===== src/fdl_pkg.sv =====
// ----------------------------------------------------------------------------
// fdl_pkg
// Shared types and constants for the flanger delay line: register map,
// reset values, configuration bundle and the mid-scale sample value.
// ----------------------------------------------------------------------------
package fdl_pkg;

  // default sizing
  parameter int DELAY_DEPTH_DEF = 1024;
  parameter int LFO_BITS_DEF    = 12;

  // configuration register widths
  parameter int DIV_W   = 8;
  parameter int LIMIT_W = 12;
  parameter int MIND_W  = 10;
  parameter int SHIFT_W = 3;

  // sample widths
  parameter int ADC_W    = 10;
  parameter int SAMPLE_W = 8;
  parameter int DAC_W    = 12;

  // register bus
  parameter int PADDR_W = 4;
  parameter int PDATA_W = 32;

  // register indexes
  typedef enum logic [1:0] {
    REG_LFO_RATE_DIVIDER = 2'd0,
    REG_LFO_UPPER_LIMIT  = 2'd1,
    REG_MIN_DELAY        = 2'd2,
    REG_FEEDBACK_SHIFT   = 2'd3
  } reg_idx_t;

  // reset values
  parameter logic [DIV_W-1:0]   DIV_RST   = 8'd16;
  parameter logic [LIMIT_W-1:0] LIMIT_RST = 12'd4095;
  parameter logic [MIND_W-1:0]  MIND_RST  = 10'd16;
  parameter logic [SHIFT_W-1:0] SHIFT_RST = 3'd2;

  // value of a delay entry that was never written
  parameter logic [SAMPLE_W-1:0] SAMPLE_MID = 8'd128;

  // configuration bundle handed to the datapath
  typedef struct packed {
    logic [DIV_W-1:0]   rate_divider;
    logic [LIMIT_W-1:0] upper_limit;
    logic [MIND_W-1:0]  min_delay;
    logic [SHIFT_W-1:0] feedback_shift;
  } cfg_t;

endpackage


===== src/fdl_regs.sv =====
// ----------------------------------------------------------------------------
// fdl_regs
// Configuration registers behind an APB-style port, zero wait states.
// ----------------------------------------------------------------------------
module fdl_regs (
  input  logic                          clk,
  input  logic                          rst_n,
  input  logic                          psel,
  input  logic                          penable,
  input  logic                          pwrite,
  input  logic [fdl_pkg::PADDR_W-1:0]   paddr,
  input  logic [fdl_pkg::PDATA_W-1:0]   pwdata,
  output logic [fdl_pkg::PDATA_W-1:0]   prdata,
  output logic                          pready,
  output fdl_pkg::cfg_t                 cfg
);

  fdl_pkg::cfg_t    cfg_r;
  fdl_pkg::cfg_t    cfg_nxt;
  fdl_pkg::reg_idx_t idx;
  logic             wr_en;

  assign pready = 1'b1;
  assign wr_en  = psel && penable && pwrite;
  assign idx    = fdl_pkg::reg_idx_t'(paddr[3:2]);

  // register write decode
  always_comb begin
    cfg_nxt = cfg_r;
    if (wr_en) begin
      case (idx)
        fdl_pkg::REG_LFO_RATE_DIVIDER: cfg_nxt.rate_divider   = pwdata[fdl_pkg::DIV_W-1:0];
        fdl_pkg::REG_LFO_UPPER_LIMIT:  cfg_nxt.upper_limit    = pwdata[fdl_pkg::LIMIT_W-1:0];
        fdl_pkg::REG_MIN_DELAY:        cfg_nxt.min_delay      = pwdata[fdl_pkg::MIND_W-1:0];
        fdl_pkg::REG_FEEDBACK_SHIFT:   cfg_nxt.feedback_shift = pwdata[fdl_pkg::SHIFT_W-1:0];
        default:                       cfg_nxt = cfg_r;
      endcase
    end
  end

  always_ff @(posedge clk) begin
    if (!rst_n) begin
      cfg_r.rate_divider   <= fdl_pkg::DIV_RST;
      cfg_r.upper_limit    <= fdl_pkg::LIMIT_RST;
      cfg_r.min_delay      <= fdl_pkg::MIND_RST;
      cfg_r.feedback_shift <= fdl_pkg::SHIFT_RST;
    end else begin
      cfg_r <= cfg_nxt;
    end
  end

  // read mux
  always_comb begin
    case (idx)
      fdl_pkg::REG_LFO_RATE_DIVIDER: prdata = fdl_pkg::PDATA_W'(cfg_r.rate_divider);
      fdl_pkg::REG_LFO_UPPER_LIMIT:  prdata = fdl_pkg::PDATA_W'(cfg_r.upper_limit);
      fdl_pkg::REG_MIN_DELAY:        prdata = fdl_pkg::PDATA_W'(cfg_r.min_delay);
      fdl_pkg::REG_FEEDBACK_SHIFT:   prdata = fdl_pkg::PDATA_W'(cfg_r.feedback_shift);
      default:                       prdata = '0;
    endcase
  end

  assign cfg = cfg_r;

endmodule


===== config.mk =====
export PLATFORM = sky130hd
export DESIGN_NAME = fdl_regs
export DESIGN_NICKNAME = d
export VERILOG_FILES = /design/src/fdl_pkg.sv /design/src/fdl_regs.sv
export SDC_FILE = /design/constraint.sdc
export NUM_CORES = 1
export LEC_CHECK = 0
export BUFFER_PORTS_ARGS = -buffer_cell sky130_fd_sc_hd__clkbuf_2
export CORE_MARGIN = 4
export CORE_UTILIZATION = 42
export CTS_BUF_LIST = sky130_fd_sc_hd__clkbuf_16
export DETAILED_ROUTE_END_ITERATION = 10
export GPL_TIMING_DRIVEN = 0
export PLACE_DENSITY_LB_ADDON = 0.3
export SLEW_MARGIN = 10
export SYNTH_ARGS = -nofsm -noshare
export SYNTH_HDL_FRONTEND = slang
export SYNTH_SLANG_ARGS = --single-unit

===== constraint.sdc =====
create_clock -name clk -period 1.5 [get_ports clk]
set_clock_uncertainty 0.15 [all_clocks]
set_input_delay 0.3 -clock clk [delete_from_list [all_inputs] [get_ports clk]]
set_output_delay 0.3 -clock clk [all_outputs]
set_load 0.01 [all_outputs]

Word level (Yosys, flattened, before mapping)

Cells that the tools add are included.

Register bits: 33
Input port bits: 41
Logic and storage cells: 15

Equal/unequal tests: 3
Multiplexer cells: 1
Reduce and logical (&&, ||, !) cells: 7

Operators by type and width:

| operator                                                              | count |
|---|---|
| 32-bit one-hot mux with 4 select lines                                | 1 |
| 2-bit AND reduction                                                   | 4 |
| 2-bit equality test, second input constant                            | 2 |
| 2-bit by 1-bit equality test with 1-bit output, second input constant | 1 |
| 1-bit logical AND                                                     | 2 |
| 2-bit logical NOT                                                     | 1 |

Depth between registers and ports, before layout

Word-level depth: 3
Mapped depth: 5

Worst setup path after synthesis

Ideal clock, no wire load.

Path kind: input -> output
Start: in paddr[3] (netlist name)
End: out prdata[0] (netlist name)
Arrival: 1024 ps
Required time: 1050 ps
Setup slack: 26 ps
Stages: 2
Buffers on the path: 1
Cells stage by stage: buf_2 > mux4_2

Longest elaborated chain between the ends: 2
Elaborated cells between the ends (all ways): 5
Classes of those cells: 3 x eq/ne; 1 x mux; 1 x reduce/logical

RTL lines:

| item                                              | RTL line       | RTL |
|---|---|---|
| start: declaration                                | fdl_regs.sv:11 | `input logic [fdl_pkg::PADDR_W-1:0] paddr,` |
| 2-bit equality test, or another cell as far along | fdl_regs.sv:54 | `case (idx)` |
| 32-bit one-hot mux with 4 select lines (*)        | fdl_regs.sv:54 |  |
| end: declaration                                  | fdl_regs.sv:13 | `output logic [fdl_pkg::PDATA_W-1:0] prdata,` |

Every way passes the cells marked *; elsewhere a longest branch is shown, timed or not. The select of a mux whose other input is x is not followed.

Worst setup path after layout

Start: reg cfg_r, in the netlist cfg[15]
End: out prdata[2] (netlist name)

Longest elaborated chain between the ends: 1

RTL lines:

| item                                   | RTL line       | RTL |
|---|---|---|
| start: declaration                     | fdl_regs.sv:18 | `fdl_pkg::cfg_t cfg_r;` |
| start signal: assignment               | fdl_regs.sv:48 | `cfg_r <= cfg_nxt;` |
| 32-bit one-hot mux with 4 select lines | fdl_regs.sv:54 |  |

No other way between the ends. The select of a mux whose other input is x is not followed.

==> impl_metrics.yaml <==
logic_synthesis:
  synthesis.area_um2: 1700
  synth_top_cell_area_share_pct: 39.0
  syn_inst: 190
  synth_top_cell_by_area: "dfxtp_1"
  ys_types: 22
  ys.warnings.count: 0
  synth_commonest_cells: "33 x dfxtp_1, 32 x nand2_1, 25 x mux2i_1"
  synth.area.top_cells: "dfxtp_1 39%, mux2i_1 15%, buf_4 9.7%"
  syn_area_per_cell_um2: 8.92
  async_flop_share_pct: 0
  synth_seq_cells: 33
  synth_most_common_cell: "dfxtp_1"
  synth-seq-area-share_pct: 39.0
  synth_edf_count: 0
  synth_ff_type: "dfxtp_1"
setup_path:
  r2r_cells: 4
  worstReg2RegEnd: "cfg[14]$_SDFFE_PN1P_"
  path_delay_family: "multiplexers"
  r2r_slack_ns: 0.47
  critical_path_arrival_ns: 1.18
  crit_start: "cfg[15]$_SDFFE_PN1P_"
  crit_path_end: "prdata[2]"
  cp_num_cells: 2
  slowest_delay_ns: 0.45
  critical_path_class: "reg -> out"
  crit_path_top_delay_cell: "mux4_2"
  critical_path_buf_inv_count: 1
  cp-start-kind: "flip-flop"
  cp.required_ns: 1.05
  r2r-start: "cfg[14]$_SDFFE_PN1P_"
  crit_chain: "mux4_2 > clkbuf_2"
  cp-end-kind: "output pin"
  path_max_fanout: 2
finish:
  instances_no_fill: 344
  syn_to_final_growth_pct: 49.2
  largest_register_ffs: 33
  antenna_cells_inserted: 0
  drive_gt1_share_pct: 49.0
  nets: 336
  fill_cells: 302
  utilization_pct: 67.1
grt:
  first_global_vias: 1543
  grt_pass1_wl_um: 7550
  grt_antenna_before_repair: 0
  grt_usage_pct: 19.1
  grt_remaining_overflow: 0
  grt_max_degree: 12
cts:
  root_buffer: "clkbuf_16"
  cts_buffers: 5
  cts_tree: "done"
  clk_pin_slew_ns: 0.06
  clock_sinks: 33
  h-tree-depth: 2
  insertion_delay_ns: 0.27
  cts_buffer_depth: 2
floorplan:
  core_um2: 3770
  start_util_pct: 45.0
  io_pins: 107
  fp.dieH_um: 71.5
  die_w_um: 71.5
  die_area_um2: 5120
  row_count: 22
sta:
  drv_slew: 0
  rsz0062_at_grt: "yes"
  hold_violations: 0
  fmax_mhz: 613
  max-slew-margin-rel_pct: 62.0
  finalCritPeriodShare_pct: 109
  tightest_slew_ns: 0.570
  post-route-worst-setup-slack_ns: -0.132
  finalCriticalPeriod_ns: 1.63
  tns_ns: -0.376
  setup_viol: 3
placement:
  dp_hpwl_um: 3190
  gp_congestion: 0.785
  numPlacedInstances: 319
  port_buffers: 62
drt:
  wirelength_um: 4900
  wl_per_cell_um: 14.2
  drtIter0Drc: 91
  postRouteAntennaNets: 0
  num_vias: 1598
  route.detailed.drc: 0
  vias_per_cell: 4.65
  dr.pass1.iters: 4
run:
  max-cap-violations: 0
pwr:
  powerDensity_nw_per_um2: 941
  total_power_w: 0.00238
  vdd_drop_max_v: 0.000601
  power_leakage_nw: 1.35
run_status:
  violations: "setup timing"
  status: "complete, but fails checks"
worst_hold_path:
  min_path_type: "in -> reg"
-- what timing repair did --
action | 4_1_cts | 5_1_grt
setup endpoints to repair | 12 | 12
pin swaps | 1 | 1
cloned | 1 | 1
resized for setup | 25 | 23
setup buffers | 16 | 1
hold buffers | 0 | 0
-- layout make-up --
cell class	instances	area, um^2	area share, %
flip-flops and latches	33	683	27.0
well taps	48	60.1	2.38
repair buffers	81	479	19.0
multi-input cells	131	837	33.1
clock inverters	3	41.3	1.63
clock buffers	5	125	4.95
plain buffers	33	265	10.5
inverters	10	37.5	1.48
-- placed cells by master (no fill, tap or decap), drive strengths merged, types with 3 or more instances in the layout --
master	count
o21ai	5
conb	21
mux4	3
mux2i	25
nand3	11
o211ai	10
a21oi	6
buf	54
inv	10
clkbuf	65
nor2b	6
and2	4
nand2b	3
dfxtp	33
nand2	33
-- report_power, final --
group | leakage [nW] | internal [W] | switching, W
clock network | 0.0775 | 0.000777 | 0.000376
registers | 0.267 | 0.000892 | 0.00000948
logic | 1.00 | 0.000160 | 0.000164
total | 1.35 | 0.00183 | 0.000550
-- routing by layer --
metal  up-vias  GRT usage, %  part of all wire, %
li1        801             -                    -
met1       724          23.4                   40
met2        68          32.1                   50
met3         5          6.45                  8.7
met4         0          4.59                 0.69
met5         -             0                    0
-- worst min-delay path: cells and delay by family --
kind,cells,cell delay [ns]
muxes,1,0.06
buffers and inverters,1,0.09
and+or+nand+nor,1,0.05
-- cells by family after synthesis --
| kind of cell | synth area share (%) |
|---|---|
| other | 0.443 |
| muxes | 18.7 |
| AOI/OAI and AO/OA | 8.71 |
| and+or+nand+nor | 16.4 |
| buffers and inverters | 16.8 |
| DFF | 39.0 |
-- worst min-delay path by stage --
stage | start | endpoint | slack [ns] | cells past startpoint
floorplan | pwdata[8] | cfg[11]$_SDFFE_PN0P_ | 0.29 | 2
global placement | cfg[25]$_SDFFE_PN0P_ | cfg[25]$_SDFFE_PN0P_ | 0.31 | 2
detailed placement | cfg[6]$_SDFFE_PN0P_ | cfg[6]$_SDFFE_PN0P_ | 0.31 | 2
CTS | pwdata[9] | cfg[12]$_SDFFE_PN0P_ | 0.12 | 3
global route | pwdata[9] | cfg[12]$_SDFFE_PN0P_ | 0.14 | 3
finish | pwdata[9] | cfg[12]$_SDFFE_PN0P_ | 0.12 | 3
-- metrics by stage --
| step | worst slack [ns] | instance area, um^2 | hold WS [ns] |
|---|---|---|---|
| after floorplan | 0.0255 | 1770 | 0.292 |
| after global placement | -0.300 | 2140 | 0.310 |
| after detailed placement | -0.307 | 2140 | 0.315 |
| after CTS | -0.139 | 2480 | 0.117 |
| after global routing | -0.164 | 2530 | 0.138 |
| final | -0.132 | 2530 | 0.119 |
(Power assumes the default switching activity.)
