<file path="src/fdl_pkg.sv">
// ----------------------------------------------------------------------------
// fdl_pkg
// Shared types and constants for the flanger delay line: register map,
// reset values, configuration bundle and the mid-scale sample value.
// ----------------------------------------------------------------------------
package fdl_pkg;

  // default sizing
  parameter int DELAY_DEPTH_DEF = 1024;
  parameter int LFO_BITS_DEF    = 12;

  // configuration register widths
  parameter int DIV_W   = 8;
  parameter int LIMIT_W = 12;
  parameter int MIND_W  = 10;
  parameter int SHIFT_W = 3;

  // sample widths
  parameter int ADC_W    = 10;
  parameter int SAMPLE_W = 8;
  parameter int DAC_W    = 12;

  // register bus
  parameter int PADDR_W = 4;
  parameter int PDATA_W = 32;

  // register indexes
  typedef enum logic [1:0] {
    REG_LFO_RATE_DIVIDER = 2'd0,
    REG_LFO_UPPER_LIMIT  = 2'd1,
    REG_MIN_DELAY        = 2'd2,
    REG_FEEDBACK_SHIFT   = 2'd3
  } reg_idx_t;

  // reset values
  parameter logic [DIV_W-1:0]   DIV_RST   = 8'd16;
  parameter logic [LIMIT_W-1:0] LIMIT_RST = 12'd4095;
  parameter logic [MIND_W-1:0]  MIND_RST  = 10'd16;
  parameter logic [SHIFT_W-1:0] SHIFT_RST = 3'd2;

  // value of a delay entry that was never written
  parameter logic [SAMPLE_W-1:0] SAMPLE_MID = 8'd128;

  // configuration bundle handed to the datapath
  typedef struct packed {
    logic [DIV_W-1:0]   rate_divider;
    logic [LIMIT_W-1:0] upper_limit;
    logic [MIND_W-1:0]  min_delay;
    logic [SHIFT_W-1:0] feedback_shift;
  } cfg_t;

endpackage

</file>
<file path="src/fdl_lfo.sv">
// ----------------------------------------------------------------------------
// fdl_lfo
// Tick divider, triangle LFO and current delay. State moves once per
// accepted word; cur_delay is the delay that word uses.
// ----------------------------------------------------------------------------
module fdl_lfo #(
  parameter int LFO_BITS = fdl_pkg::LFO_BITS_DEF,
  parameter int ADDR_W   = 10
) (
  input  logic                 clk,
  input  logic                 rst_n,
  input  logic                 step,
  input  fdl_pkg::cfg_t        cfg,
  output logic [ADDR_W-1:0]    cur_delay
);

  localparam int CMP_W = (LFO_BITS > fdl_pkg::LIMIT_W) ? LFO_BITS : fdl_pkg::LIMIT_W;
  localparam int SUM_W = ((LFO_BITS - 3 > ADDR_W) ? LFO_BITS - 3 : ADDR_W) + 1;

  logic [fdl_pkg::DIV_W-1:0] tick_r, tick_nxt, tick_inc;
  logic [LFO_BITS-1:0]       level_r, level_nxt, level_new;
  logic                      falling_r, falling_nxt, falling_new;
  logic [ADDR_W-1:0]         delay_r, delay_nxt, delay_new;
  logic [SUM_W-1:0]          delay_sum;
  logic                      hit;

  // tick divider
  assign tick_inc = tick_r + 1'b1;
  assign hit      = (tick_inc == cfg.rate_divider);

  // triangle step
  always_comb begin
    if (!falling_r) begin
      level_new   = level_r + 1'b1;
      falling_new = (CMP_W'(level_new) >= CMP_W'(cfg.upper_limit));
    end else begin
      level_new   = level_r - 1'b1;
      falling_new = (level_new != '0);
    end
  end

  // delay from the new level, wrapped to the line length
  assign delay_sum = SUM_W'(level_new >> 3) + SUM_W'(cfg.min_delay);
  assign delay_new = delay_sum[ADDR_W-1:0];

  assign cur_delay = hit ? delay_new : delay_r;

  always_comb begin
    tick_nxt    = tick_r;
    level_nxt   = level_r;
    falling_nxt = falling_r;
    delay_nxt   = delay_r;
    if (step) begin
      tick_nxt = tick_inc;
      if (hit) begin
        tick_nxt    = '0;
        level_nxt   = level_new;
        falling_nxt = falling_new;
        delay_nxt   = delay_new;
      end
    end
  end

  always_ff @(posedge clk) begin
    if (!rst_n) begin
      tick_r    <= '0;
      level_r   <= '0;
      falling_r <= 1'b0;
      delay_r   <= '0;
    end else begin
      tick_r    <= tick_nxt;
      level_r   <= level_nxt;
      falling_r <= falling_nxt;
      delay_r   <= delay_nxt;
    end
  end

endmodule

</file>
<file path="config.mk">
export PLATFORM = sky130hd
export DESIGN_NAME = fdl_lfo
export DESIGN_NICKNAME = d
export VERILOG_FILES = /design/src/fdl_pkg.sv /design/src/fdl_lfo.sv
export SDC_FILE = /design/constraint.sdc
export NUM_CORES = 1
export LEC_CHECK = 0
export BUFFER_PORTS_ARGS = -buffer_cell sky130_fd_sc_hd__buf_2
export CAP_MARGIN = 25
export CORE_MARGIN = 4
export CORE_UTILIZATION = 59
export CTS_CLUSTER_DIAMETER = 30
export DETAILED_ROUTE_END_ITERATION = 10
export GPL_ROUTABILITY_DRIVEN = 1
export HOLD_SLACK_MARGIN = 0.12
export PLACE_DENSITY = 0.82
export SLEW_MARGIN = 10
export SYNTH_ARGS = -nofsm -noshare
export SYNTH_HDL_FRONTEND = slang
export SYNTH_SLANG_ARGS = --single-unit
</file>
<file path="constraint.sdc">
create_clock -name clk -period 4.38 [get_ports clk]
set_clock_uncertainty 0.1 [all_clocks]
set_input_delay 0.876 -clock clk [delete_from_list [all_inputs] [get_ports clk]]
set_output_delay 0.876 -clock clk [all_outputs]
set_load 0.03 [all_outputs]
</file>
# After elaboration in Yosys (flattened, before gate mapping)
# Cells that the tools add are included.
dict set report word_totals {
  out_inout_bits 10
  wordCells 16
  ff_bits 31
}
dict set report classes {
  muxes 4
  add_sub_neg 4
  n_reduce_logical 2
  eq_ne 1
  magnitude_cmp 1
}
# op count
set op_table {}
lappend op_table {{adder 12 x 1 -> 12 bit (second input constant)} 1}
lappend op_table {{greater-or-equal comparator 12 bit} 1}
lappend op_table {{two-way mux 12 bit} 1}
lappend op_table {{nonzero test 12 bit} 1}
lappend op_table {{subtractor 12 x 1 -> 12 bit (second input constant)} 1}
lappend op_table {{adder 9 x 10 -> 10 bit} 1}
lappend op_table {{two-way mux 10 bit} 1}
lappend op_table {{adder 8 x 1 -> 8 bit (second input constant)} 1}
lappend op_table {{== test 8 bit} 1}
lappend op_table {{two-way mux 8 bit} 1}
lappend op_table {{AND reduction 2 bit} 1}
lappend op_table {{two-way mux 1 bit} 1}

# Longest topological paths before layout
# Gate-level depths: netlist (run 1).
dict set report depth {
  word_depth 4
  depth_mapped 15
  depth_no_buf 14
}

# Worst setup path before layout (run 1)
# No wires, ideal clock.
dict set report synth_path {
  path_kind {register to output}
  from {reg level_r[0]}
  to {out cur_delay[8]}
  path_slack_ps 470
  arrival_ps 2934
  path_stages_with_launch 16
  n_path_buf 1
  path_cell_list {dfxtp_1 > clkbuf_1 > inv_1 > ha_1 > nand2_1 > nor3_1 > a31oi_1 > xnor2_1 > inv_1 > fa_1 > nand2b_1 > a21oi_1 > nand3b_1 > nand3_1 > and2_1 > mux2_2}
}
dict set report synth_between {
  elab_chain_cells 4
}
# item line
set synth_lines {}
lappend synth_lines {{start, declared} fdl_lfo.sv:21} ;# logic [LFO_BITS-1:0] level_r, level_nxt, level_new;
lappend synth_lines {{start signal, assigned} fdl_lfo.sv:72} ;# level_r <= level_nxt;
lappend synth_lines {{adder 12 x 1 -> 12 bit / subtractor 12 x 1 -> 12 bit (equally long branches)} {fdl_lfo.sv:34, fdl_lfo.sv:37}}
lappend synth_lines {{two-way mux 12 bit *} fdl_lfo.sv:33} ;# if (!falling_r) begin
lappend synth_lines {{via level_new[4]} fdl_lfo.sv:21}
lappend synth_lines {{adder 9 x 10 -> 10 bit *} fdl_lfo.sv:43} ;# assign delay_sum = SUM_W'(level_new >> 3) + SUM_W'(cfg.min_delay);
lappend synth_lines {{two-way mux 10 bit *} --}
lappend synth_lines {{end, declared} fdl_lfo.sv:14} ;# output logic [ADDR_W-1:0] cur_delay
# Mark *: on every way through the listed nets, which the timed path passes. The rest lies on a longest branch.

# Worst setup path after layout (run 1)
dict set report layout_path {
  from {reg falling_r}
  to {out cur_delay[8]}
}
dict set report layout_between {
  elab_chain_cells 3
}
# item line
set layout_lines {}
lappend layout_lines {{start, declared} fdl_lfo.sv:22} ;# logic falling_r, falling_nxt, falling_new;
lappend layout_lines {{start signal, assigned} fdl_lfo.sv:73} ;# falling_r <= falling_nxt;
lappend layout_lines {{two-way mux 12 bit} fdl_lfo.sv:33}
lappend layout_lines {{via level_new[3]} fdl_lfo.sv:21}
lappend layout_lines {{adder 9 x 10 -> 10 bit} fdl_lfo.sv:43}
lappend layout_lines {{two-way mux 10 bit} --}
# The timed path passes the listed nets, and every way through them passes these cells.

==> flow_summary_export.csv, run 1 <==
group,metric,value,unit
clock_tree,h-tree-depth,2,
power_and_ir_drop,power.leakage,1.64,nW
routing,vias,3105,
layout,nNetsFinal,509,
clock_tree,root_buffer,"clkbuf_8",
setup_path,crit_type,"register to output port",
floorplan,rows,26,
setup_path,worst_ep_arrival_time,3.33,ns
power_and_ir_drop,pwr-share-clk,41.2,%
routing,first_pass_iters,5,
power_and_ir_drop,power_switching_share,27.8,%
yosys,yosys_warnings,0,
floorplan,die_y,82.4,um
yosys,synth_nets,461,
yosys,synth_area,0.00326,mm2
run,cap_violations,0,
global_route,grt_use_met1,28.2,%
routing,viasPerCell,5.99,
clock_tree,clockBufferDepth,2,
floorplan,fp.coreArea,0.00524,mm2
place,dp_slack,0.153,ns
routing,routed_wl,8420,um
setup_path,crit_start,"falling_r$_SDFFE_PN0P_",
power_and_ir_drop,p_comb_share,14.9,%
clock_tree,clk_transition_reported_paths,0.07,ns
global_route,grt_max_degree,49,
routing,drc,0,
yosys,synth_edf_count,0,
yosys,ys_async_sr_fraction,0,%
layout,drive_gt1_share,31.0,%
floorplan,ios,46,
clock_tree,clock_latency,0.29,ns
power_and_ir_drop,net-switching-power,0.180,mW
min_path,whs_path_depth,2,
global_route,grt_remaining_overflow,0,
sta,setup_ws,0.0774,ns
layout,diodes,0,
sta,finalHoldViolCount,0,
yosys,synth.distinct_cells,65,
sta,relSlewSlack,46.7,%
yosys,synth.top_cell.area_share,19.0,%
yosys,synth_area_leader_cell,"dfxtp_1",
sta,drv_slew,0,
yosys,netlist_instances,399,
min_path,hp-start,"delay_r[6]$_SDFFE_PN0P_",
layout,areaGrowthSynthToFinish,17.1,%
run_status,outcome,"finished, final reports clean",
clock_tree,numCtsBuffers,5,
global_route,grtUsageMet2,43.6,%
setup_path,crit_fanout,7,
floorplan,start_util,62.3,%
sta,setup-violations-final,0,
routing,wl_per_cell,16.2,um
power_and_ir_drop,ir_worst_vdd,0.134,mV
sta,holdWs,0.367,ns
setup_path,r2r_start,"level_r[0]$_SDFFE_PN0P_",
clock_tree,cts_hold_buf,0,
sta,min_period,4.30,ns
power_and_ir_drop,power.total,0.646,mW
power_and_ir_drop,cellPowerDensity,169,mW/mm2
sta,worstMarginPinSlew,0.799,ns
sta,fin_tns_setup,0,ns
global_route,busiest_layer,"met2",
routing,dr.first_iter.drc_count,173,
setup_path,rr_worst_depth,15,
power_and_ir_drop,p_int,0.466,mW
place,gp_congestion,0.941,
yosys,synth_flop_cell,"dfxtp_1",
yosys,synth-seq-cells,31,
floorplan,die-width,82.4,um
min_path,hp-class,"register to register",
power_and_ir_drop,pwr-share-seq,43.8,%
clock_tree,cts_tree,"yes",
global_route,track_usage,24.8,%
global_route,antenna_found_initial,0,
sta,max_freq,0.232,GHz
setup_path,cp-end-kind,"output port",
global_route,grt_pass1_wl,13200,um
global_route,grtUsageMet3,5.86,%
yosys,synth.most_common_cell,"nand2_1",
clock_tree,cts_sinks,31,
yosys,synth_common_cells,"nand2_1 (51), dfxtp_1 (31), inv_1 (26)",
place,io_buffers,42,
setup_path,required,3.40,ns
yosys,avgSynthCellArea,8.18,um2
yosys,synth_area_leaders,"dfxtp_1 (19%), ha_1 (9.6%), mux2i_1 (6.7%), xnor2_1 (6.7%), nand2_1 (5.9%)",
global_route,grt_pass1_vias,3053,
sta,post-route-period-util,98.2,%
routing,ant_nets,0,
yosys,ys_seq_area_share,19.0,%
setup_path,start_kind,"register",
place,hpwl,6070,um
floorplan,die_area,0.00678,mm2
placed cells by master (no fill, tap or decap), drive strengths merged, types with 12 or more instances in the layout:
master / count
nand2: 51
buf: 64
nand3: 20
nor3: 13
dfxtp: 31
a211oi: 12
mux2i: 23
ha: 25
o21ai: 18
nor2: 20
a21oi: 16
xnor2: 26
inv: 26
power groups by stage:
| stage | registers (mW) | logic [mW] | clock network, mW |
|---|---|---|---|
| final | 0.283 | 0.0966 | 0.266 |
| after global routing | 0.284 | 0.106 | 0.279 |
| after CTS | 0.285 | 0.0915 | 0.267 |
| after detailed placement | 0.292 | 0.0906 | 0 |
| after global placement | 0.292 | 0.0867 | 0 |
| after floorplan | 0.292 | 0.0613 | 0 |
cell type report:
class	instances	area [um2]
clock buffer	7	96.3
fill	378	1420
sequential	31	637
clock inverter	1	7.51
multi-input combinational	318	2510
timing repair buffer	65	380
tap	70	87.6
inverter	26	97.6
layer usage:
metal / up-vias / share of wire (%)
li1: 1523 / -
met1: 1466 / 41
met2: 91 / 52
met3: 25 / 5.3
met4: 0 / 2.6
met5: - / 0
worst max-delay path, cell delays in order (launching register included):
cell      delay, ns
dfxtp_1        0.38
buf_4          0.19
nor2b_2        0.07
a31oi_2        0.30
xnor2_2        0.16
ha_2           0.23
inv_1          0.06
fa_1           0.40
nand2b_4       0.17
a21oi_2        0.18
nand3b_1       0.18
nand3_1        0.11
and2_1         0.16
mux2_2         0.27
buf_2          0.18
repair_timing:
action / 4_1_cts / 5_1_grt
setup buffers: 0 / 4
pin swaps: 0 / 8
endpoints found under the setup margin: 4 / 4
resized for setup: 8 / 30
through the flow:
step | util [%] | cells | cell area [um2]
5_1_grt | 73.0 | 518 | 3820
3_3_place_gp | 67.8 | 506 | 3550
3_5_place_dp | 67.8 | 506 | 3550
4_1_cts | 70.1 | 514 | 3670
2_1_floorplan | - | 399 | 3260
6_report | 73.0 | 518 | 3820
flip-flops by register name (all words and copies together), names as in the netlist:
register / flops
delay_r: 10
falling_r: 1
level_r: 12
tick_r: 8
cells by family after synthesis:
| logic type | Yosys count | synth area share [%] |
|---|---|---|
| AND/OR/NAND/NOR | 146 | 22.5 |
| buffers and inverters | 50 | 7.71 |
| adder cells (fa/ha/maj) | 26 | 10.2 |
| multiplexers | 32 | 11.0 |
| AO/OA/AOI/OAI | 79 | 19.4 |
| XOR/XNOR | 35 | 10.2 |
| flip-flops | 31 | 19.0 |
path summary, 6_finish.rpt:
kind | slack [ns] | to
worst max-delay path | 0.08 | cur_delay[8]
worst min-delay path | 0.37 | delay_r[6]$_SDFFE_PN0P_
worst max register to register | 1.31 | delay_r[9]$_SDFFE_PN0P_
worst min register to register | 0.37 | delay_r[6]$_SDFFE_PN0P_
No activity file was read; power rests on OpenSTA's default activity.
==> run 2: changes to the inputs <==
==> constraint.sdc (replaced) <==
create_clock -name clk -period 4.38 [get_ports clk]
set_clock_uncertainty 0.1 [all_clocks]
set_input_delay 0.219 -clock clk [delete_from_list [all_inputs] [get_ports clk]]
set_output_delay 0.219 -clock clk [all_outputs]
set_load 0.03 [all_outputs]
==> flow_summary_export.csv, run 2 (synthesis results as in run 1) <==
group,metric,value,unit
routing,vias,2990,
clock_tree,cts_sinks,31,
layout,areaGrowthSynthToFinish,8.05,%
global_route,grt_max_degree,49,
setup_path,cp-end-kind,"output port",
sta,relSlewSlack,35.6,%
global_route,antenna_found_initial,0,
clock_tree,cts_tree,"yes",
min_path,hp-class,"input port to register",
layout,multi_input_area,0.00239,mm2
global_route,grt_pass1_wl,12400,um
sta,finalHoldViolCount,0,
layout,nNetsFinal,488,
clock_tree,root_buffer,"clkbuf_8",
sta,min_period,4.03,ns
place,post-place-cells,489,
sta,post-route-period-util,92.0,%
layout,drive_gt1_share,20.8,%
setup_path,worst_ep_arrival_time,3.71,ns
floorplan,rows,26,
power_and_ir_drop,cellPowerDensity,180,mW/mm2
clock_tree,clock_latency,0.29,ns
layout,final_cell_mix,"nand2_1 (51), buf_2 (42), dfxtp_1 (31)",
layout,largest_reg_flops,12,
floorplan,start_util,62.3,%
run_status,outcome,"finished, final reports clean",
layout,largestRegisters,"level_r (12), delay_r (10), tick_r (8)",
clock_tree,clk_transition_reported_paths,0.08,ns
sta,rsz0062_at_grt,"no",
floorplan,fp.coreArea,0.00524,mm2
layout,final_cell_count_no_fill,497,
setup_path,required,4.06,ns
routing,drc,0,
routing,viasPerCell,6.02,
run,cap_violations,0,
global_route,grt_remaining_overflow,0,
layout,top_register,"level_r",
floorplan,die_y,82.4,um
sta,setup-violations-final,0,
routing,routed_wl,7420,um
setup_path,crit_fanout,11,
power_and_ir_drop,ir_worst_vdd,0.180,mV
sta,fin_tns_setup,0,ns
sta,drv_slew,0,
layout,diodes,0,
routing,ant_nets,0,
clock_tree,numCtsBuffers,5,
power_and_ir_drop,power.leakage,1.49,nW
clock_tree,h-tree-depth,2,
global_route,track_usage,23.1,%
floorplan,die-width,82.4,um
sta,worstMarginPinSlew,0.966,ns
setup_path,start_kind,"register",
layout,final_common_cell,"nand2_1",
clock_tree,cts_hold_buf,0,
sta,max_freq,0.248,GHz
place,hpwl,5430,um
routing,dr.first_iter.drc_count,198,
global_route,grt_pass1_vias,2777,
setup_path,crit_type,"register to output port",
floorplan,die_area,0.00678,mm2
floorplan,ios,46,
clock_tree,clockBufferDepth,2,
routing,first_pass_iters,5,
routing,wl_per_cell,14.9,um
sta,holdWs,0.209,ns
place,io_buffers,42,
layout,n_fill_cell,441,
place,gp_congestion,0.893,
layout,seq_area,621,um2
run 2: cell types whose count changed in the layout (fill, tap and decap cells not counted), moves of 3 or more:
cell,previous run,this run
xnor2_2,4,1
a21oi_2,6,1
dfxtp_1,26,31
xnor2_1,22,25
nor3_1,7,12
nor3_2,5,1
a21oi_1,9,14
buf_4,22,2
dfxtp_4,4,0
run 2: layer usage:
| layer | wire length, um | global-route usage [%] | vias up |
|---|---|---|---|
| li1 | - | - | 1482 |
| met1 | 3320 | 29.6 | 1400 |
| met2 | 3640 | 39.3 | 100 |
| met3 | 388 | 4.34 | 8 |
| met4 | 78 | 6.31 | 0 |
| met5 | 0 | 0 | - |
run 2: area by class of cell:
type	count	share of cell area, %
repair buffers	44	6.39
flip-flops and latches	31	17.6
multi-input cells	318	67.8
inverters	26	2.77
clock buffers	7	2.73
clock inverters	1	0.213
well taps	70	2.48
run 2: where the power goes:
| part | internal [mW] | total [mW] | leakage (nW) | switching (mW) |
|---|---|---|---|---|
| logic | 0.0377 | 0.0886 | 1.19 | 0.0509 |
| registers | 0.284 | 0.286 | 0.250 | 0.00218 |
| clock network | 0.143 | 0.259 | 0.0505 | 0.116 |
| total | 0.464 | 0.633 | 1.49 | 0.169 |
run 2: timing repair:
item,CTS,global route
setup buffers,0,0
resized for setup,0,1
setup endpoints to repair,0,1
run 2: per-stage QoR:
stage                     instance area, um2  setup slack (ns)  total power [mW]  util [%]
after global placement                  3420             0.658             0.377      65.3
final                                   3530             0.348             0.633      67.3
after floorplan                         3260              1.13             0.353         -
after CTS                               3530             0.278             0.636      67.3
after detailed placement                3420             0.598             0.380      65.3
after global routing                    3530            0.0845             0.662      67.3
run 2: worst max-delay path, stage by stage (launching register included):
cell and delay [ns]:
dfxtp_1 0.53, ha_1 0.31, and3_1 0.22, nand3_1 0.16, inv_1 0.16, a21oi_1 0.12
xnor2_1 0.18, ha_1 0.38, o21ai_0 0.15, o211ai_1 0.27, nand2_1 0.14, o311ai_1 0.41
mux2_4 0.22, buf_2 0.19
run 2: worst paths after layout:
kind,startpoint,end,slack [ns],cells after the start
setup reg to reg,level_r[0]$_SDFFE_PN0P_,delay_r[9]$_SDFFE_PN0P_,0.94,13
hold reg to reg,delay_r[4]$_SDFFE_PN0P_,delay_r[4]$_SDFFE_PN0P_,0.36,2
setup / recovery,level_r[0]$_SDFFE_PN0P_,cur_delay[9],0.35,13
hold / removal,step,tick_r[4]$_SDFFE_PN0P_,0.21,3
==> run 3: changes to the inputs <==
--- a/config.mk
+++ b/config.mk
@@ -5,15 +5,16 @@
 export SDC_FILE = /design/constraint.sdc
 export NUM_CORES = 1
 export LEC_CHECK = 0
+export ABC_AREA = 1
 export BUFFER_PORTS_ARGS = -buffer_cell sky130_fd_sc_hd__buf_2
 export CAP_MARGIN = 25
 export CORE_MARGIN = 4
-export CORE_UTILIZATION = 59
+export CORE_UTILIZATION = 57
 export CTS_CLUSTER_DIAMETER = 30
 export DETAILED_ROUTE_END_ITERATION = 10
 export GPL_ROUTABILITY_DRIVEN = 1
 export HOLD_SLACK_MARGIN = 0.12
-export PLACE_DENSITY = 0.82
+export PLACE_DENSITY = 0.8
 export SLEW_MARGIN = 10
 export SYNTH_ARGS = -nofsm -noshare
 export SYNTH_HDL_FRONTEND = slang
==> flow_summary_export.csv, run 3 <==
group,metric,value,unit
run_status,outcome,"finished, final reports clean",
setup_path,crit_family,"simple AND/OR/NAND/NOR gates",
global_route,grt_pass1_wl,11600,um
routing,routed_wl,6610,um
yosys,synth.top_cell.area_share,21.9,%
clock_tree,h-tree-depth,2,
place,dp_slack,0.996,ns
yosys,synth_top_family_by_area,"simple AND/OR/NAND/NOR gates",
sta,max_freq,0.271,GHz
yosys,synth_mux_area_share,0.707,%
layout,final_cell_mix,"nand2_1 (149), inv_1 (56), buf_2 (42)",
routing,wl_met2,3160,um
setup_path,crit_top_cell,"nand2_1",
place,io_buffers,42,
sta,fin_tns_setup,0,ns
setup_path,r2r_end,"delay_r[9]$_SDFFE_PN0P_",
clock_tree,root_buffer,"clkbuf_8",
setup_path,rr_worst_depth,16,
floorplan,ios,46,
global_route,grt_pass1_vias,2790,
routing,wl_met3,402,um
sta,post-route-period-util,84.4,%
sta,min_period,3.70,ns
global_route,antenna_found_initial,0,
clock_tree,numCtsBuffers,5,
sta,finalHoldViolCount,0,
clock_tree,cts-resized-gates,0,
setup_path,r2r_setup_slack,1.31,ns
setup_path,critPathBufInv,3,
yosys,ys_seq_area_share,21.9,%
layout,diodes,0,
power_and_ir_drop,cellPowerDensity,202,mW/mm2
yosys,synth_flop_cell,"dfxtp_1",
power_and_ir_drop,power.total,0.645,mW
sta,worstMarginPinSlew,0.479,ns
sta,rsz0062_at_grt,"no",
setup_path,cp-end-kind,"output port",
yosys,synth_area_leader_cell,"dfxtp_1",
setup_path,cp_slowest_stage_delay,0.41,ns
yosys,synth-seq-cells,31,
floorplan,start_util,59.6,%
routing,drc,0,
yosys,netlist_instances,455,
routing,highest_layer,"met4",
setup_path,crit_fanout,5,
yosys,synth_compound_area_share,12.2,%
layout,largest_reg_flops,12,
layout,final_common_cell,"nand2_1",
routing,vias,2929,
floorplan,rows,25,
sta,setup-violations-final,0,
yosys,ys_async_sr_fraction,0,%
setup_path,r2r_start,"level_r[1]$_SDFFE_PN0P_",
clock_tree,clock_latency,0.28,ns
sta,setup_ws,0.685,ns
routing,first_pass_iters,4,
routing,ant_nets,0,
global_route,grt_remaining_overflow,0,
power_and_ir_drop,ir_worst_vdd,0.225,mV
setup_path,crit_type,"register to output port",
sta,drv_slew,0,
run,cap_violations,0,
place,gp_congestion,0.900,
routing,viasPerCell,5.20,
clock_tree,cts_sinks,31,
sta,relSlewSlack,68.0,%
layout,top_register,"level_r",
min_path,hp-class,"input port to register",
yosys,synth_nets,517,
yosys,synth.distinct_cells,36,
yosys,yosys.area_share.xor_xnor,5.88,%
yosys,synth.most_common_cell,"nand2_1",
yosys,synthAdderAreaFrac,11.8,%
routing,dr.first_iter.drc_count,135,
setup_path,path_depth,17,
place,hpwl,5280,um
clock_tree,cts_hold_buf,0,
yosys,yosys_warnings,0,
global_route,track_usage,22.7,%
layout,nNetsFinal,557,
layout,largestRegisters,"level_r (12), delay_r (10), tick_r (8)",
setup_path,start_kind,"register",
setup_path,crit_start,"level_r[1]$_SDFFE_PN0P_",
clock_tree,cts_tree,"yes",
floorplan,die_y,78.5,um
clock_tree,clk_transition_reported_paths,0.06,ns
layout,areaGrowthSynthToFinish,12.9,%
setup_path,required,4.06,ns
yosys,avgSynthCellArea,6.22,um2
floorplan,die-width,78.5,um
yosys,synth_edf_count,0,
floorplan,fp.coreArea,0.00475,mm2
yosys,synth_area,0.00283,mm2
setup_path,endpoint,"cur_delay[9]",
layout,drive_gt1_share,14.7,%
clock_tree,cts_setup_buffers,0,
setup_path,worst_ep_arrival_time,3.38,ns
global_route,grt_max_degree,22,
yosys,synth_area_leaders,"dfxtp_1 (22%), nand2_1 (20%), ha_1 (11%), inv_1 (7.4%), nand3_1 (5.5%)",
setup_path,crit_chain,"ha_1 > nand3_1 > nor3_1 > nand2_1 > nor3_1 > xor2_1 > a21boi_0 > inv_1 > ha_1 > nand2_1 > o21ai_0 > inv_1 > nand2_1 > xor2_1 > nand2_1 > nand2_1 > buf_2",
yosys,yosys.area_share.simple,37.5,%
routing,wl_per_cell,11.7,um
yosys,synth_common_cells,"nand2_1 (149), inv_1 (56), nor2_1 (32)",
setup_path,critPathSlowestCell,"dfxtp_1",
clock_tree,clockBufferDepth,2,
floorplan,die_area,0.00616,mm2
routing,wl_met1,2980,um
power_and_ir_drop,power.leakage,1.67,nW
-- run 3: cell types whose count changed after synthesis, sizes merged, moves of 9 or more --
| cell | change |
|---|---|
| nor3 | -10 |
| a211oi | -11 |
| and3 | -10 |
| mux2i | -21 |
| xnor2 | -22 |
| mux2 | -9 |
| nand3 | +12 |
| nor2 | +18 |
| o21ai | +16 |
| inv | +34 |
| nand2 | +103 |
-- run 3: cell families after synthesis --
logic type,Yosys count
buffers and inverters,71
AO/OA/AOI/OAI,63
multiplexers,2
XOR/XNOR,19
AND/OR/NAND/NOR,243
adder cells (fa/ha/maj),26
flip-flops,31
-- run 3: routing by layer --
layer	GRT usage, %	vias up
li1	-	1543
met1	29.3	1292
met2	39.0	85
met3	3.67	9
met4	6.12	0
met5	0	-
-- run 3: report_power, final --
part           total (mW)  internal (mW)  switching (mW)
Clock               0.292          0.184           0.108
Sequential          0.286          0.283         0.00235
Combinational      0.0674         0.0278          0.0396
Total               0.645          0.495           0.150
-- run 3: final cells by class --
cell class	instances	area, um2
multi-input combinational	353	1930
clock buffer	6	82.6
clock inverter	2	35.0
inverter	62	238
timing repair buffer	42	210
sequential	31	621
tap	67	83.8
fill	442	1560
-- run 3: through the flow --
| stage | cells | cell area [um2] | hold WS, ns | util, % |
|---|---|---|---|---|
| floorplan | 455 | 2830 | 0.255 | - |
| global placement | 555 | 3080 | 0.336 | 64.8 |
| detailed placement | 555 | 3080 | 0.344 | 64.8 |
| CTS | 563 | 3200 | 0.141 | 67.2 |
| global route | 563 | 3200 | 0.166 | 67.2 |
| finish | 563 | 3200 | 0.142 | 67.2 |
-- run 3: worst min-delay path, cell delays in order --
cell and delay [ns]:
buf_2 0.09, xor2_1 0.08, nand2_1 0.06, nand2_1 0.04
-- run 3: worst min path at each step --
stage | from | to | slack, ns | cells past startpoint
after detailed placement | delay_r[9]$_SDFFE_PN0P_ | delay_r[9]$_SDFFE_PN0P_ | 0.34 | 2
after global routing | cfg[12] | delay_r[9]$_SDFFE_PN0P_ | 0.17 | 4
after CTS | cfg[12] | delay_r[9]$_SDFFE_PN0P_ | 0.14 | 4
final | cfg[12] | delay_r[9]$_SDFFE_PN0P_ | 0.14 | 4
after global placement | delay_r[8]$_SDFFE_PN0P_ | delay_r[8]$_SDFFE_PN0P_ | 0.34 | 2
after floorplan | rst_n | level_r[1]$_SDFFE_PN0P_ | 0.25 | 2
